File: config.mk
export PLATFORM = sky130hd
export DESIGN_NAME = mpbm_ctrl
export DESIGN_NICKNAME = d
export VERILOG_FILES = /design/src/hw/rtl/mpbm_pkg.sv /design/src/hw/rtl/mpbm_ctrl.sv
export SDC_FILE = /design/constraint.sdc
export NUM_CORES = 1
export LEC_CHECK = 0
export BUFFER_PORTS_ARGS = -buffer_cell sky130_fd_sc_hd__clkbuf_2
export CORE_UTILIZATION = 50
export CTS_CLUSTER_SIZE = 30
export DETAILED_ROUTE_END_ITERATION = 12
export GPL_TIMING_DRIVEN = 0
export PLACE_DENSITY_LB_ADDON = 0.3
export SYNTH_ARGS = -nofsm -noshare
export SYNTH_HDL_FRONTEND = slang
export SYNTH_SLANG_ARGS = --single-unit
File: constraint.sdc
create_clock -name clk -period 3.1 [get_ports clk]
set_input_delay 0.465 -clock clk [delete_from_list [all_inputs] [get_ports clk]]
set_output_delay 0.465 -clock clk [all_outputs]
set_load 0.005 [all_outputs]
File: src/hw/rtl/mpbm_pkg.sv
package mpbm_pkg;

  localparam int unsigned ALPHA_W    = 7;
  localparam int unsigned ALPHABET   = 128;
  localparam int unsigned BYTE_W     = 8;
  localparam int unsigned TAG_W      = 64;
  localparam int unsigned BASE_W     = 48;
  localparam int unsigned POS_W      = 32;
  localparam int unsigned PNUM_W     = 4;
  localparam int unsigned STATUS_W   = 2;
  localparam int unsigned IN_DATA_W  = 120;
  localparam int unsigned OUT_DATA_W = 152;

  typedef enum logic [1:0] {
    REQ_PATTERN = 2'd0,
    REQ_BUILD   = 2'd1,
    REQ_START   = 2'd2,
    REQ_TEXT    = 2'd3
  } req_t;

  typedef enum logic [STATUS_W-1:0] {
    BST_OK       = 2'd0,
    BST_EMPTY    = 2'd1,
    BST_OVERFLOW = 2'd2
  } build_status_t;

  localparam logic KIND_STATUS = 1'b0;
  localparam logic KIND_MATCH  = 1'b1;

  typedef enum logic [4:0] {
    OP_NONE, OP_ACCEPT, OP_CLR_ROOT, OP_SET_OVF,
    OP_L_RD, OP_L_STEP, OP_L_ALLOC, OP_L_NEW, OP_L_MASK,
    OP_BCHK, OP_START,
    OP_B_INIT, OP_B_RD, OP_B_WR, OP_B_POP, OP_B_FRD, OP_B_FSET, OP_B_DONE,
    OP_EMIT_STATUS,
    OP_S_RD, OP_S_STEP, OP_S_LOADM, OP_S_TAKE, OP_S_CHAIN, OP_S_FLUSH
  } dp_op_t;

  typedef struct packed {
    dp_op_t op;
  } dp_cmd_t;

  typedef struct packed {
    req_t req;
    logic built;
    logic ovf;
    logic pc_zero;
    logic pc_full;
    logic child;
    logic nc_full;
    logic last;
    logic c_last;
    logic q_empty;
    logic node_zero;
    logic mask_zero;
    logic next_zero;
    logic hold_valid;
    logic out_free;
  } dp_status_t;

endpackage

File: src/hw/rtl/mpbm_ctrl.sv
module mpbm_ctrl (
  input  logic                 clk,
  input  logic                 rst_n,
  input  logic                 in_tvalid,
  output logic                 in_tready,
  input  mpbm_pkg::dp_status_t sts,
  output mpbm_pkg::dp_cmd_t    cmd
);
  import mpbm_pkg::*;

  typedef enum logic [17:0] {
    S_INIT   = 18'h00001,
    S_IDLE   = 18'h00002,
    S_DISP   = 18'h00004,
    S_LCHK   = 18'h00008,
    S_LDEC   = 18'h00010,
    S_LNEW   = 18'h00020,
    S_LMASK  = 18'h00040,
    S_BINIT  = 18'h00080,
    S_BRD    = 18'h00100,
    S_BWR    = 18'h00200,
    S_BNEXT  = 18'h00400,
    S_BFAIL  = 18'h00800,
    S_BLOAD  = 18'h01000,
    S_BSTAT  = 18'h02000,
    S_SSTEP  = 18'h04000,
    S_SMASK  = 18'h08000,
    S_SEMIT  = 18'h10000,
    S_SFLUSH = 18'h20000
  } state_t;

  state_t state_r, state_nxt;

  always_ff @(posedge clk) begin
    if (!rst_n) begin
      state_r <= S_INIT;
    end else begin
      state_r <= state_nxt;
    end
  end

  assign in_tready = (state_r == S_IDLE);

  always_comb begin
    state_nxt = state_r;
    cmd.op    = OP_NONE;
    unique case (state_r)
      S_INIT: begin
        cmd.op = OP_CLR_ROOT; state_nxt = S_IDLE;
      end
      S_IDLE: begin
        if (in_tvalid) begin
          cmd.op = OP_ACCEPT; state_nxt = S_DISP;
        end
      end
      S_DISP: begin
        unique case (sts.req)
          REQ_PATTERN: begin
            if (sts.built) cmd.op = OP_CLR_ROOT;
            state_nxt = S_LCHK;
          end
          REQ_BUILD: begin
            cmd.op = OP_BCHK;
            state_nxt = (sts.ovf || sts.pc_zero) ? S_BSTAT : S_BINIT;
          end
          REQ_START: begin
            cmd.op = OP_START; state_nxt = S_IDLE;
          end
          REQ_TEXT: begin
            if (sts.built) begin
              cmd.op = OP_S_RD; state_nxt = S_SSTEP;
            end else begin
              state_nxt = S_IDLE;
            end
          end
          default: state_nxt = S_IDLE;
        endcase
      end
      S_LCHK: begin
        priority if (sts.ovf) begin
          state_nxt = S_IDLE;
        end else if (sts.pc_full) begin
          cmd.op = OP_SET_OVF; state_nxt = S_IDLE;
        end else begin
          cmd.op = OP_L_RD; state_nxt = S_LDEC;
        end
      end
      S_LDEC: begin
        priority if (sts.child) begin
          cmd.op = OP_L_STEP; state_nxt = sts.last ? S_LMASK : S_IDLE;
        end else if (sts.nc_full) begin
          cmd.op = OP_SET_OVF; state_nxt = S_IDLE;
        end else begin
          cmd.op = OP_L_ALLOC; state_nxt = S_LNEW;
        end
      end
      S_LNEW: begin
        cmd.op = OP_L_NEW; state_nxt = S_IDLE;
      end
      S_LMASK: begin
        cmd.op = OP_L_MASK; state_nxt = S_IDLE;
      end
      S_BINIT: begin
        cmd.op = OP_B_INIT; state_nxt = S_BRD;
      end
      S_BRD: begin
        cmd.op = OP_B_RD; state_nxt = S_BWR;
      end
      S_BWR: begin
        cmd.op = OP_B_WR; state_nxt = sts.c_last ? S_BNEXT : S_BRD;
      end
      S_BNEXT: begin
        if (sts.q_empty) begin
          cmd.op = OP_B_DONE; state_nxt = S_BSTAT;
        end else begin
          cmd.op = OP_B_POP; state_nxt = S_BFAIL;
        end
      end
      S_BFAIL: begin
        cmd.op = OP_B_FRD; state_nxt = S_BLOAD;
      end
      S_BLOAD: begin
        cmd.op = OP_B_FSET; state_nxt = S_BRD;
      end
      S_BSTAT: begin
        if (sts.out_free) begin
          cmd.op = OP_EMIT_STATUS; state_nxt = S_IDLE;
        end
      end
      S_SSTEP: begin
        cmd.op = OP_S_STEP; state_nxt = sts.node_zero ? S_IDLE : S_SMASK;
      end
      S_SMASK: begin
        cmd.op = OP_S_LOADM; state_nxt = S_SEMIT;
      end
      S_SEMIT: begin
        priority if (!sts.mask_zero) begin
          if (!sts.hold_valid || sts.out_free) cmd.op = OP_S_TAKE;
        end else if (sts.next_zero) begin
          state_nxt = S_SFLUSH;
        end else begin
          cmd.op = OP_S_CHAIN; state_nxt = S_SMASK;
        end
      end
      S_SFLUSH: begin
        priority if (!sts.hold_valid) begin
          state_nxt = S_IDLE;
        end else if (sts.out_free) begin
          cmd.op = OP_S_FLUSH; state_nxt = S_IDLE;
        end
      end
      default: state_nxt = S_IDLE;
    endcase
  end

  a_ready_only_idle: assert property (@(posedge clk) disable iff (!rst_n)
    (in_tvalid && in_tready) |=> state_r == S_DISP)
    else $error("accepted request not dispatched");

  a_flush_needs_hold: assert property (@(posedge clk) disable iff (!rst_n)
    cmd.op == OP_S_FLUSH |-> sts.hold_valid && sts.out_free)
    else $error("flush without held result");

  a_emit_needs_room: assert property (@(posedge clk) disable iff (!rst_n)
    (cmd.op == OP_S_TAKE && sts.hold_valid) |-> sts.out_free)
    else $error("result emitted into full output register");

endmodule
==> summary.txt <==
Setup path
  – Launch point of the worst reg-to-reg path: state_r[14]$_SDFFE_PN0P_
  – Worst reg2reg path endpoint: state_r[13]$_SDFFE_PN0P_
  – Slowest stage cell on the critical path: sky130_fd_sc_hd__nor4_1
  – Worst path max stage delay: 0.49 ns
  – Setup crit start kind: flop
  – Arrival time at the worst endpoint: 2.48 ns
  – FF-to-FF path depth: 7
  – Top delay family on crit path: simple AND/OR/NAND/NOR gates
  – Classification of the worst setup path: flop to output pin
  – Number of gates on the worst path with buffers counted: 8
  – Flop-to-flop setup slack: 0.98 ns
  – Worst-path maximum fanout: 9
  – Chain of cells forming the critical path: buf_6 > nor4_4 > and3_1 > nand2_1 > nor4_1 > a21oi_1 > nand4_1 > clkbuf_2
  – Worst setup path end: cmd[4]
  – Kind of end point of the critical path: output pin
  – CP required: 2.63 ns
  – Crit path from: state_r[14]$_SDFFE_PN0P_
  – Buffers and inverters on the worst path: 2

Power and ir drop
  – Leakage power of the design: 0.710 nW
  – Max rail drop VDD: 0.000163 V
  – Power density over the cells: 259 mW/mm^2

Cells and area
  – Share of the core filled with cells: 59.8%
  – Leading cell type in the layout, fill and taps excluded: sky130_fd_sc_hd__clkbuf_2
  – Most flops, register: state_r
  – # nets final: 247
  – Relative area change from synthesis to final layout: 12.1%
  – Ratio of cells with drive above 1 in the final layout: 21.2%
  – Commonest cells after routing, fill and taps aside: 25 x sky130_fd_sc_hd__clkbuf_2, 22 x sky130_fd_sc_hd__nor2_1, 20 x sky130_fd_sc_hd__nand2_1
  – Registers with the most flip-flops: state_r (18)
  – Final Instance Area: 0.00168 sq mm
  – Flip-flop count of the largest register, all copies and words added: 18
  – Diode insertion count for antenna repair: 0

GRT
  – Maximum number of pins on one net before global-route repair: 10
  – Initial antenna violation count: 0
  – Global-route wire length before repair: 6.26 mm
  – Number of global-route vias before repair: 1400
  – Aggregate global routing overflow: 0
  – Overall fraction of global-route tracks in use: 24.8%

Timing
  – Max-slew violation count: 0
  – Worst clock skew: 0.00223 ns
  – Min Clock Period, post-route: 2.94 ns
  – PnR worst setup slack: 0.156 ns
  – Slew @ Worst Pin: 0.537 ns
  – Total negative slack: 0 ns
  – Max Freq: 340 MHz
  – Worst relative slew slack: 63.9%
  – Final setup violating endpoints: 0
  – Worst hold margin: 0.347 ns
  – RSZ-0062 raised after global routing: no
  – Final worst path period share: 95.0%
  – Final-report hold violation count: 0

Status
  – Violations in the final reports: design-rule violations
  – Outcome: finished, violations left

Yosys
  – Count of flip-flops with a built-in enable after synthesis: 0
  – Distinct cells, synth: 53
  – Primary flip-flop cell chosen by synthesis mapping: sky130_fd_sc_hd__dfxtp_1
  – Count of yosys warnings during synthesis: 0
  – Post-Synthesis Cell Area: 0.00150 sq mm
  – Share of flip-flops with an asynchronous set or reset after synthesis: 0%
  – Cell count after synthesis: 195
  – Post-synthesis area per instance: 7.67 sq um
  – Synthesized net count: 218
  – Yosys reg bits: 18
  – Sequential element share of the synthesized area: 24.1%

Clock tree
  – Worst-Skew Late Latency: 0.30 ns
  – Library cell used as clock root buffer: sky130_fd_sc_hd__clkbuf_4
  – TritonCTS clock tree: done
  – Post-CTS Hold Fix Bufs: 0
  – Buffer depth of the longest clock path: 2
  – TritonCTS buffer count: 3
  – Setup bufs post-CTS: 0
  – TritonCTS Sinks: 18
  – CTS H-Tree Depth: 1
  – Clock edge transition at the registers on the reported setup and hold paths: 0.10 ns
  – Gates resized, CTS repair: 0

Routing
  – Antenna-violating nets left: 0
  – TritonRoute pass-1 iters: 8
  – Post-detailed-route via-to-cell ratio: 6.15
  – Vias post-DR: 1557
  – DRC violations left: 4
  – Routed wire length: 3.78 mm
  – Mean routed wirelength per cell: 14.9 um
  – Initial detailed-routing violation count: 98

Floorplan
  – Number of primary I/O pins: 25
  – Placeable core area: 0.00281 sq mm
  – Total number of placement rows: 19
  – Overall die area: 0.00322 sq mm
  – Die W: 56.7 um
  – Die Span Y: 56.7 um
  – Starting density of the core: 53.3%

Placement
  – Post-detail-place hpwl: 2.99 mm
  – Standard cell area after detailed placement: 0.00166 sq mm
  – Routability congestion estimate from global placement: 0.946
  – Buffers added on ports: 24
  – Setup slack at placement: 0.551 ns

Flow run
  – # Max-Cap Violations: 0

Min path
  – Class of the tightest hold or removal check: input port to flop
==> worst register-to-register path: cells and delay by family, from the launching register on <==
kind / cells / cell delay [ns]
flops: 1 / 0.32
buf+inv: 1 / 0.13
simple gates: 6 / 1.61
==> per-layer routing <==
layer | routed length, um | share of wire [%] | GRT usage [%] | vias up
li1 | - | - | - | 780
met1 | 1770 | 47 | 32.3 | 730
met2 | 1780 | 47 | 41.8 | 41
met3 | 175 | 4.6 | 4.61 | 6
met4 | 59 | 1.6 | 6.43 | 0
met5 | 0 | 0 | 0 | -
==> synthesized netlist by cell type, types with 2 or more instances <==
cell                        n  area [sq um]
sky130_fd_sc_hd__nor4_4     3          63.8
sky130_fd_sc_hd__inv_1     11          41.3
sky130_fd_sc_hd__xor2_1     3          26.3
sky130_fd_sc_hd__nand4_1    6          37.5
sky130_fd_sc_hd__mux2_2     2          22.5
sky130_fd_sc_hd__nor4b_1    4          35.0
sky130_fd_sc_hd__or4_1      2          15.0
sky130_fd_sc_hd__ha_1       4          50.1
sky130_fd_sc_hd__nand2b_1   8          50.1
sky130_fd_sc_hd__xnor2_1    2          17.5
sky130_fd_sc_hd__a21oi_1    9          45.0
sky130_fd_sc_hd__nor2b_1    2          12.5
sky130_fd_sc_hd__dfxtp_1   18           360
sky130_fd_sc_hd__o22ai_1    2          12.5
sky130_fd_sc_hd__or2_2      2          12.5
sky130_fd_sc_hd__nand3b_1   4          30.0
sky130_fd_sc_hd__buf_6      2          22.5
sky130_fd_sc_hd__and3_1     2          12.5
sky130_fd_sc_hd__clkbuf_1   2          7.51
sky130_fd_sc_hd__nor2_1    22          82.6
sky130_fd_sc_hd__nor4_1     9          56.3
sky130_fd_sc_hd__a31oi_1    4          25.0
sky130_fd_sc_hd__a311oi_1   2          17.5
sky130_fd_sc_hd__buf_2      2          10.0
sky130_fd_sc_hd__o21ai_0    8          40.0
sky130_fd_sc_hd__nor3_1    11          55.1
sky130_fd_sc_hd__or3_1      2          12.5
sky130_fd_sc_hd__nand2_1   20          75.1
sky130_fd_sc_hd__nor3b_1    2          15.0
sky130_fd_sc_hd__a211o_1    2          17.5
==> final cells by class <==
cell class,instances,area [sq um]
sequential,18,360
timing repair buffer,24,120
multi-input combinational,158,1040
inverter,11,41.3
tap,31,38.8
buffer,8,52.6
fill,271,1130
clock buffer,3,22.5
==> cell families after synthesis <==
logic type      after synthesis  share of synthesized area (%)
mux                           2                           1.50
flops                        18                           24.1
simple gates                107                           43.3
xor+xnor                      5                           2.93
compound gates               40                           18.6
buf+inv                      19                           6.27
fa+ha+maj                     4                           3.34
==> through the flow <==
stage                     total power, mW  std cells
final                               0.435        253
after global routing                0.460        253
after CTS                           0.437        253
after detailed placement            0.318        250
after global placement              0.318        250
after floorplan                     0.286        195
==> power breakdown <==
group | switching [mW] | internal (mW)
Clock | 0.0746 | 0.0453
Combinational | 0.0470 | 0.0316
Sequential | 0.00289 | 0.233
Total | 0.124 | 0.310
==> worst min path at each step <==
stage                            start  depth (start not counted)  slack [ns]                       end
6_report                        sts[8]                          2        0.35   state_r[5]$_SDFFE_PN0P_
5_1_grt                         sts[8]                          2        0.34   state_r[5]$_SDFFE_PN0P_
3_5_place_dp   state_r[0]$_SDFFE_PN1P_                          3        0.59  state_r[17]$_SDFFE_PN0P_
4_1_cts                         sts[8]                          2        0.35   state_r[5]$_SDFFE_PN0P_
3_3_place_gp   state_r[0]$_SDFFE_PN1P_                          3        0.57  state_r[17]$_SDFFE_PN0P_
2_1_floorplan  state_r[0]$_SDFFE_PN1P_                          3        0.54  state_r[17]$_SDFFE_PN0P_
No activity file was read; power rests on OpenSTA's default activity.
